<file path="config.mk">
export PLATFORM = sky130hd
export DESIGN_NAME = rotary_wheel_event_decoder
export DESIGN_NICKNAME = d
export VERILOG_FILES = /design/src/hw/rtl/rwe_pkg.sv /design/src/hw/rtl/rotary_wheel_event_decoder.sv
export SDC_FILE = /design/constraint.sdc
export NUM_CORES = 1
export LEC_CHECK = 0
export BUFFER_PORTS_ARGS = -buffer_cell sky130_fd_sc_hd__buf_2
export CAP_MARGIN = 20
export CORE_UTILIZATION = 50
export CTS_CLUSTER_SIZE = 14
export DETAILED_ROUTE_END_ITERATION = 8
export PLACE_DENSITY = 0.77
export SKIP_CTS_REPAIR_TIMING = 1
export SLEW_MARGIN = 0
export SYNTH_ARGS = -nofsm -noshare
export SYNTH_HDL_FRONTEND = slang
export SYNTH_SLANG_ARGS = --single-unit
</file>
<file path="constraint.sdc">
create_clock -name aclk -period 8.95 [get_ports aclk]
set_input_delay 0.895 -clock aclk [delete_from_list [all_inputs] [get_ports aclk]]
set_output_delay 0.895 -clock aclk [all_outputs]
set_load 0.02 [all_outputs]
</file>
<file path="src/hw/rtl/rwe_pkg.sv">
// Shared types and constants for the rotary wheel event decoder.
package rwe_pkg;

    localparam int unsigned IN_DATA_W  = 8;
    localparam int unsigned OUT_DATA_W = 8;
    localparam int unsigned CFG_IDX_W  = 2;
    localparam int unsigned CFG_DATA_W = 16;

    localparam int unsigned TIMEOUT_W  = 16;
    localparam int unsigned DEBOUNCE_W = 4;
    localparam int unsigned LONG_W     = 12;
    localparam int unsigned SETTLE_W   = 10;
    // tick counter only ever counts up to the largest hold time
    localparam int unsigned TICK_W     = LONG_W;

    localparam logic [TIMEOUT_W-1:0]  TIMEOUT_RST  = 16'd0;
    localparam logic [DEBOUNCE_W-1:0] DEBOUNCE_RST = 4'd3;
    localparam logic [LONG_W-1:0]     LONG_RST     = 12'd500;
    localparam logic [SETTLE_W-1:0]   SETTLE_RST   = 10'd250;

    localparam logic [CFG_IDX_W-1:0] CFG_TIMEOUT  = 2'd0;
    localparam logic [CFG_IDX_W-1:0] CFG_DEBOUNCE = 2'd1;
    localparam logic [CFG_IDX_W-1:0] CFG_LONG     = 2'd2;
    localparam logic [CFG_IDX_W-1:0] CFG_SETTLE   = 2'd3;

    typedef enum logic [3:0] {
        EV_NONE        = 4'd0,
        EV_LEFT        = 4'd1,
        EV_RIGHT       = 4'd2,
        EV_PRESS       = 4'd3,
        EV_LONG        = 4'd4,
        EV_PRESS_BEGIN = 4'd5,
        EV_PRESS_END   = 4'd6,
        EV_PRESS_LEFT  = 4'd7,
        EV_PRESS_RIGHT = 4'd8
    } wheel_event_t;

endpackage

</file>
<file path="src/hw/rtl/rotary_wheel_event_decoder.sv">
// Rotary wheel event decoder: per-tick wheel and button sampling into wheel events.
//
//  channel | dir | handshake            | payload
//  s_      | in  | s_tvalid / s_tready  | s_tdata[0] pin_right, [1] pin_left, [2] pin_button
//  m_      | out | m_tvalid / m_tready  | m_tdata[3:0] wheel_event
//  cfg_    | in  | cfg_valid / cfg_ready| cfg_index register, cfg_data value
//
// Each item is one tick: it is decoded while it sits in the input register, and its
// event (if any) is registered into the output register when the decoder advances.
// One item per cycle sustained while the output is not held.
// Reset (aresetn low, synchronous) clears both stages and loads register defaults.
// A held output stalls decode; the input register still takes one item meanwhile.
module rotary_wheel_event_decoder (
    input  logic                             aclk,
    input  logic                             aresetn,
    input  logic                             s_tvalid,
    output logic                             s_tready,
    input  logic [rwe_pkg::IN_DATA_W-1:0]    s_tdata,   // pin_right, pin_left, pin_button
    output logic                             m_tvalid,
    input  logic                             m_tready,
    output logic [rwe_pkg::OUT_DATA_W-1:0]   m_tdata,   // wheel_event
    input  logic                             cfg_valid,
    output logic                             cfg_ready,
    input  logic [rwe_pkg::CFG_IDX_W-1:0]    cfg_index,
    input  logic [rwe_pkg::CFG_DATA_W-1:0]   cfg_data
);
    import rwe_pkg::*;

    typedef enum logic [2:0] {
        PH_START,
        PH_DETENT,
        PH_TURN,
        PH_DEB_DETENT,
        PH_DEB_TURN,
        PH_HOLD,
        PH_SETTLE_DELAY,
        PH_SETTLE
    } phase_t;

    // configuration
    logic [TIMEOUT_W-1:0]  timeout_reg;
    logic [DEBOUNCE_W-1:0] debounce_reg;
    logic [LONG_W-1:0]     long_press_reg;
    logic [SETTLE_W-1:0]   settle_reg;

    // input stage
    logic in_valid_reg, pin_r_reg, pin_l_reg, pin_b_reg;

    // decoder state
    phase_t               phase_reg, phase_next;
    logic [TICK_W-1:0]    tick_reg, tick_next;
    logic [TIMEOUT_W-1:0] timeout_left_reg, timeout_left_next;
    logic start_right_reg, start_right_next;
    logic start_left_reg, start_left_next;
    logic press_en_reg, press_en_next;
    logic press_turn_reg, press_turn_next;
    logic held_right_reg, held_right_next;

    // output stage
    logic         out_valid_reg;
    wheel_event_t event_reg;

    logic         advance, process;
    logic         res_valid;
    wheel_event_t res_event;

    // working values after the wait-start step
    phase_t               ph;
    logic [TICK_W-1:0]    tc;
    logic [TIMEOUT_W-1:0] tl;
    logic                 pe;
    logic [TICK_W:0]      tc_inc;
    logic [TIMEOUT_W-1:0] deb_ext;
    logic                 tmo_on, tmo_spent;
    logic                 turn_hit, turn_right;
    logic                 r, l, b;

    assign advance   = !out_valid_reg || m_tready;
    assign process   = in_valid_reg && advance;
    assign s_tready  = !in_valid_reg || advance;
    assign cfg_ready = 1'b1;
    assign m_tvalid  = out_valid_reg;
    assign m_tdata   = {{(OUT_DATA_W-4){1'b0}}, event_reg};

    assign r = pin_r_reg;
    assign l = pin_l_reg;
    assign b = pin_b_reg;

    assign deb_ext = {{(TIMEOUT_W-DEBOUNCE_W){1'b0}}, debounce_reg};
    assign tmo_on  = (timeout_reg != '0);

    always_comb begin
        press_en_next    = press_en_reg;
        press_turn_next  = press_turn_reg;
        start_right_next = start_right_reg;
        start_left_next  = start_left_reg;
        held_right_next  = held_right_reg;
        res_valid        = 1'b0;
        res_event        = EV_NONE;

        ph = phase_reg;
        tc = tick_reg;
        tl = timeout_left_reg;
        pe = press_en_reg;

        // a new wait opens and runs its first detent check in the same tick
        if (phase_reg == PH_START) begin
            pe            = b;
            press_en_next = b;
            if (b && press_turn_reg) begin
                press_turn_next = 1'b0;
                res_valid       = 1'b1;
                res_event       = EV_PRESS_END;
            end else begin
                tl = timeout_reg;
                tc = '0;
                ph = PH_DETENT;
            end
        end

        phase_next        = ph;
        tick_next         = tc;
        timeout_left_next = tl;
        tc_inc            = {1'b0, tc} + (TICK_W+1)'(1);
        tmo_spent         = tmo_on && (tl <= deb_ext);
        turn_hit          = start_right_reg ? (!r || !l) : (r || l);
        turn_right        = start_right_reg ? !r : r;

        if (!res_valid) begin
            unique case (ph)
                PH_START: begin
                end
                PH_DETENT: begin
                    if (r == l) begin
                        if (tmo_spent) begin
                            res_valid = 1'b1;
                        end else begin
                            start_right_next  = r;
                            timeout_left_next = timeout_reg;
                            tick_next         = '0;
                            phase_next        = PH_TURN;
                        end
                    end else begin
                        tick_next = tc_inc[TICK_W-1:0];
                        if (tc_inc >= {{(TICK_W+1-DEBOUNCE_W){1'b0}}, debounce_reg}) begin
                            tick_next = '0;
                            if (tmo_spent) begin
                                res_valid = 1'b1;
                            end else begin
                                if (tmo_on) timeout_left_next = tl - deb_ext;
                                if (pe && !b) phase_next = PH_DEB_DETENT;
                            end
                        end
                    end
                end
                PH_TURN: begin
                    if (tmo_on && tl == '0) begin
                        res_valid = 1'b1;
                    end else if (turn_hit) begin
                        held_right_next = turn_right;
                        tick_next       = '0;
                        phase_next      = PH_SETTLE_DELAY;
                    end else if (pe && !b) begin
                        tick_next  = '0;
                        phase_next = PH_DEB_TURN;
                    end else if (b && press_turn_reg) begin
                        press_turn_next = 1'b0;
                        res_valid       = 1'b1;
                        res_event       = EV_PRESS_END;
                    end else if (tl != '0) begin
                        timeout_left_next = tl - TIMEOUT_W'(1);
                    end
                end
                PH_DEB_DETENT, PH_DEB_TURN: begin
                    if (b) begin
                        // released during debounce: back to the wait we came from
                        tick_next  = '0;
                        phase_next = (ph == PH_DEB_DETENT) ? PH_DETENT : PH_TURN;
                    end else begin
                        tick_next = tc_inc[TICK_W-1:0];
                        if (tc_inc >= {{(TICK_W+1-DEBOUNCE_W){1'b0}}, debounce_reg}) begin
                            start_right_next = r;
                            start_left_next  = l;
                            tick_next        = '0;
                            phase_next       = PH_HOLD;
                        end
                    end
                end
                PH_HOLD: begin
                    if (b) begin
                        res_valid = 1'b1;
                        res_event = EV_PRESS;
                    end else if (tc >= long_press_reg) begin
                        res_valid = 1'b1;
                        res_event = EV_LONG;
                    end else if (r != start_right_reg || l != start_left_reg) begin
                        press_turn_next = 1'b1;
                        res_valid       = 1'b1;
                        res_event       = EV_PRESS_BEGIN;
                    end else begin
                        tick_next = tc_inc[TICK_W-1:0];
                    end
                end
                PH_SETTLE_DELAY: begin
                    tick_next = tc_inc[TICK_W-1:0];
                    if (tc_inc >= {{(TICK_W+1-DEBOUNCE_W){1'b0}}, debounce_reg}) begin
                        tick_next  = '0;
                        phase_next = PH_SETTLE;
                    end
                end
                PH_SETTLE: begin
                    if (r == l) begin
                        res_valid = 1'b1;
                        // back at the starting level counts as no turn
                        if (r != start_right_reg) begin
                            if (pe) res_event = held_right_reg ? EV_RIGHT : EV_LEFT;
                            else    res_event = held_right_reg ? EV_PRESS_RIGHT : EV_PRESS_LEFT;
                        end
                    end else begin
                        tick_next = tc_inc[TICK_W-1:0];
                        if (tc_inc >= {{(TICK_W+1-SETTLE_W){1'b0}}, settle_reg}) begin
                            res_valid = 1'b1;
                        end
                    end
                end
                default: begin
                end
            endcase
        end

        if (res_valid) begin
            phase_next = PH_START;
            tick_next  = '0;
        end
    end

    always_ff @(posedge aclk) begin
        if (!aresetn) begin
            timeout_reg      <= TIMEOUT_RST;
            debounce_reg     <= DEBOUNCE_RST;
            long_press_reg   <= LONG_RST;
            settle_reg       <= SETTLE_RST;
            in_valid_reg     <= 1'b0;
            out_valid_reg    <= 1'b0;
            phase_reg        <= PH_START;
            tick_reg         <= '0;
            timeout_left_reg <= '0;
            start_right_reg  <= 1'b0;
            start_left_reg   <= 1'b0;
            press_en_reg     <= 1'b0;
            press_turn_reg   <= 1'b0;
            held_right_reg   <= 1'b0;
        end else begin
            if (cfg_valid && cfg_ready) begin
                unique case (cfg_index)
                    CFG_TIMEOUT:  timeout_reg    <= cfg_data[TIMEOUT_W-1:0];
                    CFG_DEBOUNCE: debounce_reg   <= cfg_data[DEBOUNCE_W-1:0];
                    CFG_LONG:     long_press_reg <= cfg_data[LONG_W-1:0];
                    CFG_SETTLE:   settle_reg     <= cfg_data[SETTLE_W-1:0];
                    default: begin
                    end
                endcase
            end

            if (s_tready) begin
                in_valid_reg <= s_tvalid;
                if (s_tvalid) begin
                    pin_r_reg <= s_tdata[0];
                    pin_l_reg <= s_tdata[1];
                    pin_b_reg <= s_tdata[2];
                end
            end

            if (advance) begin
                out_valid_reg <= process && res_valid;
                if (process && res_valid) event_reg <= res_event;
            end

            if (process) begin
                phase_reg        <= phase_next;
                tick_reg         <= tick_next;
                timeout_left_reg <= timeout_left_next;
                start_right_reg  <= start_right_next;
                start_left_reg   <= start_left_next;
                press_en_reg     <= press_en_next;
                press_turn_reg   <= press_turn_next;
                held_right_reg   <= held_right_next;
            end
        end
    end

endmodule

</file>
# Yosys cells after proc, flatten, opt, wreduce, memory -nomap -nowiden
# Cells that the tools add are included.
word_totals:
  mem_bits_rw: 0
  inputBits: 31
  ff_bits: 87
  wordCells: 174
  rom_bits: 0
  memories: 0
  latchBits: 0
  out_inout_bits: 11
op_classes:
  div: 0
  shift: 0
  bitwise_logic: 3
  order_cmp: 4
  reduce_logical: 32
  add_sub_neg: 3
  n_eq_ne: 17
  n_mux: 97
  n_mul: 0
op_table:
  columns: ["cell", "n"]
  rows:
  - ["$mux 16", 13]
  - ["$mux 12", 15]
  - ["$pmux 12 s6", 1]
  - ["$mux 3", 17]
  - ["$mux 4", 12]
  - ["$pmux 16 s2", 1]
  - ["$reduce_bool 16->1", 2]
  - ["$mux 1", 31]
  - ["$le 16x4->1", 1]
  - ["$logic_not 16->1", 1]
  - ["$sub 16x1->16 const B", 1]
  - ["$sub 16x4->16", 1]
  - ["$add 12x1->13 const B", 1]
  - ["$ge 13x10->1", 1]
  - ["$ge 13x4->1", 1]
  - ["$eq 3x3->1 const B", 4]
  - ["$ge 12x12->1", 1]
  - ["$pmux 3 s4", 1]
  - ["$pmux 4 s3", 1]
  - ["$reduce_and 5->1", 2]
  - ["$ne 2x2->1 const B", 4]
  - ["$reduce_and 2->1", 4]
  - ["$reduce_and 7->1", 1]
  - ["$eq 3x2->1 const B", 2]
  - ["other kinds (17)", 37]

# Longest topological paths before layout
depth:
  word_depth: 12
  depth_mapped: 23
  mapped_depth_nobuf: 18

# Worst setup path before layout
# No wires, ideal clock.
synth_path:
  path_type: "flip-flop to flip-flop"
  startpoint: "register pin_b_reg (netlist: b)"
  endpoint: "register phase_reg[1]"
  required_ns: 8.880
  path_slack_ns: 4.481
  path_stages_with_launch: 24
  path_buffers: 5
  arrival_ns: 4.399
  period_less_slack_ns: 4.469
  path_cell_list: "edfxtp_1 > buf_4 > a2111o_4 > buf_6 > buf_2 > buf_1 > nand2_1 > inv_1 > ha_1 > nand3_1 > nor2_1 > and3_1 > xnor2_1 > nor2_1 > ha_1 > and3_1 > a32o_1 > a31oi_1 > o2bb2ai_1 > a2111o_1 > nor3_2 > buf_4 > a21oi_2 > o2bb2ai_1"
synth_between:
  elab_chain_len: 11
  word_cells_on_any_way: 55
synth_lines:
  columns: ["element", "line", "text"]
  rows:
  - ["start, declared", "rotary_wheel_event_decoder.sv:47", "logic in_valid_reg, pin_r_reg, pin_l_reg, pin_b_reg;"]
  - ["start signal, assigned", "rotary_wheel_event_decoder.sv:270", "pin_b_reg <= s_tdata[2];"]
  - ["parallel branches: the longest is 10 deep, another holds $add 12x1->13", null, null]
  - ["$mux 3 *", "rotary_wheel_event_decoder.sv:231", "if (res_valid) begin"]
  - ["end signal, assigned", "rotary_wheel_event_decoder.sv:280", "phase_reg <= phase_next;"]
  - ["end, declared", "rotary_wheel_event_decoder.sv:50", "phase_t phase_reg, phase_next;"]
# Mark *: on every way between the ends.
# A chain may end at the register's enable or synchronous reset.

# Final worst setup path
layout_path:
  startpoint: "register pin_b_reg (netlist: b)"
  endpoint: "register tick_reg[8]"
layout_between:
  elab_chain_len: 11
  word_cells_on_any_way: 54
layout_lines:
  columns: ["element", "line", "text"]
  rows:
  - ["parallel branches: the longest is 10 deep, another holds $add 12x1->13", null, null]
  - ["$mux 12 *", "rotary_wheel_event_decoder.sv:231", null]
  - ["end signal, assigned", "rotary_wheel_event_decoder.sv:281", "tick_reg <= tick_next;"]
  - ["end, declared", "rotary_wheel_event_decoder.sv:51", "logic [TICK_W-1:0] tick_reg, tick_next;"]
# Marked as above.

==> metrics.cfg <==
[status]
status=finished, final reports clean

[critical_path]
start_kind=flop
cp_max_fo=42
cp_num_buf_inv=1
crit_path_end_kind=flop
crit_type=reg -> reg
arrival_ns=6.09
worstPathRequired_ns=9.24
slowest_stage=edfxtp_1
crit_family=compound AO/OA/AOI/OAI gates
path_cells=a2111o_4 -> nand2_1 -> inv_1 -> ha_1 -> nand3_1 -> nor2_1 -> and3_1 -> xnor2_1 -> nor2_1 -> ha_1 -> and3_1 -> a32o_1 -> a31oi_1 -> o2bb2ai_1 -> a2111o_1 -> nor3_2 -> a31oi_2 -> o22ai_1
cp_slowest_stage_delay_ns=0.99

[grt]
grt_pass1_vias=6088
grt_usage=0.287
grt_antenna_before_repair=0
grt_pass1_wl_mm=32.0
grt_max_degree=45
globalRoute.totalOverflow=0

[yosys]
ys_seq_elements=87
avgSynthCellArea_um2=7.62
postSynth.asyncResetShare=0
synth_area_mm2=0.00672
yosysWarnings=0
synth_edf_count=7
ys.flop_type=dfxtp_1
synth-seq-area-share=0.270
syn_inst=881
yosysUniqueCellTypes=84

[sta]
period_share=0.649
rsz0062_at_grt=false
worst_slew_pin_slew_ns=1.06
slew_headroom=0.289
period_needed_ns=5.81
hold_viol_final=0
skew_ns=0.0134
setup_tns_ns=0
drv_slew=0
max_freq_mhz=172
setup_violations=0

[clock_network]
clockBufferDepth=2
cts_made_buffers=9
cts_tree=yes
clkTransAtPathRegs_ns=0.07
cts_max_level=3
clock_sinks=87
root_buffer=clkbuf_16
clk_latency_ns=0.37

[power]
power.density_mw_per_mm2=164
power_leakage_nw=2.75
finalPower_mw=1.18
peakVddDrop_mv=0.160

[place]
port-buffer-count=31
dpl.cell_count=1040
place_congestion=0.964
post-dp-hpwl_mm=13.9
placed_area_mm2=0.00689

[detailed_routing]
dr.pass1.iters=6
drt_iter0_markers=751
via_count=6639
drtAntennaViolNets=0
wire_per_inst_um=18.3
drcViolationCount=0
routed_wl_mm=19.4
vias_per_cell=6.28

[final_layout]
design_area_mm2=0.00718
final_cells=1057
layout-drive-gt1-share=0.0927
diodes=0
nNetsFinal=947
areaGrowthSynthToFinish_pct=6.97

[run]
cap_viol_max_count=0

[die]
start_util=0.522
dieArea_mm2=0.0139
ios=42
die_y_um=118
coreArea_mm2=0.0129
row_count=41
die_w_um=118

[worst_hold_path]
worst_hold_path_type=reg -> reg

[area by class of cell]
class	instances	area, µm²
Clock buffer	10	239
Tap cell	172	215
Timing Repair Buffer	36	193
Fill cell	1216	5690
Clock inverter	6	48.8
Multi-Input combinational cell	699	4500
Sequential cell	87	1810
Inverter	47	176
[cell usage after synthesis, types with 9 or more instances]
master    instances  share of area
mux2i_1          23          0.034
ha_1             35          0.065
nor3_1           26          0.019
inv_1            45          0.025
nand2_1         146          0.082
o21ai_0          43          0.032
nor2b_1           9         0.0084
xor2_1           12          0.016
nand3_1          27          0.020
nand2b_1         13          0.012
a21oi_1          56          0.042
clkbuf_1         32          0.018
a31oi_1          12          0.011
nor2_1           66          0.037
nor4_1            9         0.0084
and3_1           10         0.0093
nand4_1          11          0.010
o22ai_1          12          0.011
dfxtp_1          80           0.24
xnor2_1          25          0.033
a21boi_0         14          0.016
o211ai_1         19          0.021
a21o_1            9          0.010
[stage by stage]
stage,worst slack [ns],hold slack (ns),util
floorplan,4.48,0.436,-
global placement,3.33,0.443,0.535
detailed placement,3.29,0.451,0.535
CTS,3.26,0.461,0.557
global route,2.76,0.494,0.558
finish,3.14,0.464,0.558
[routing by layer]
| layer | GRT usage | up-vias | share of wire |
|---|---|---|---|
| met5 | 0 | - | 0 |
| met4 | 0.127 | 0 | 0.035 |
| met3 | 0.0596 | 64 | 0.078 |
| met2 | 0.437 | 337 | 0.44 |
| met1 | 0.388 | 3068 | 0.45 |
| li1 | - | 3170 | - |
[placed cells by master (no fill, tap or decap), types with 13 or more instances in the layout]
cell      Yosys  final
o21ai_0      43     43
buf_2         6     31
nand2_1     146    146
dfxtp_1      80     80
ha_1         35     35
a21boi_0     14     14
xnor2_1      25     25
o211ai_1     19     19
mux2i_1      23     23
nand3_1      27     27
nor2_1       66     66
a21oi_1      56     56
nand2b_1     13     13
inv_1        45     45
nor3_1       26     26
[tightest hold or removal path, cell delays in order, from the launching register on]
cell	delay, ns
dfxtp_1	0.32
nand2_1	0.05
a21oi_1	0.05
[power by group]
part | switching, mW | leakage [nW] | internal (mW) | total (mW)
combinational | 0.248 | 1.89 | 0.123 | 0.371
sequential | 0.0211 | 0.719 | 0.405 | 0.426
clock | 0.182 | 0.144 | 0.200 | 0.382
total | 0.451 | 2.75 | 0.728 | 1.18
[worst paths after layout]
check / end / cells past startpoint / startpoint / slack (ns)
worst min register to register: long_press_reg[11] / 2 / long_press_reg[11] / 0.46
worst max-delay path: tick_reg[8] / 18 / b / 3.14
worst max register to register: tick_reg[8] / 18 / b / 3.14
worst min-delay path: long_press_reg[11] / 2 / long_press_reg[11] / 0.46
[cells by family after synthesis]
family / count (synthesis) / synth area share
adders and majority gates: 36 / 0.0682
buffers and inverters: 98 / 0.0626
muxes: 27 / 0.0427
xor gates and xnor gates: 37 / 0.0483
and+or+nand+nor: 350 / 0.250
other: 2 / 0.00112
DFF: 87 / 0.270
AOI/OAI and AO/OA: 244 / 0.257
No activity file was read; power rests on OpenSTA's default activity.
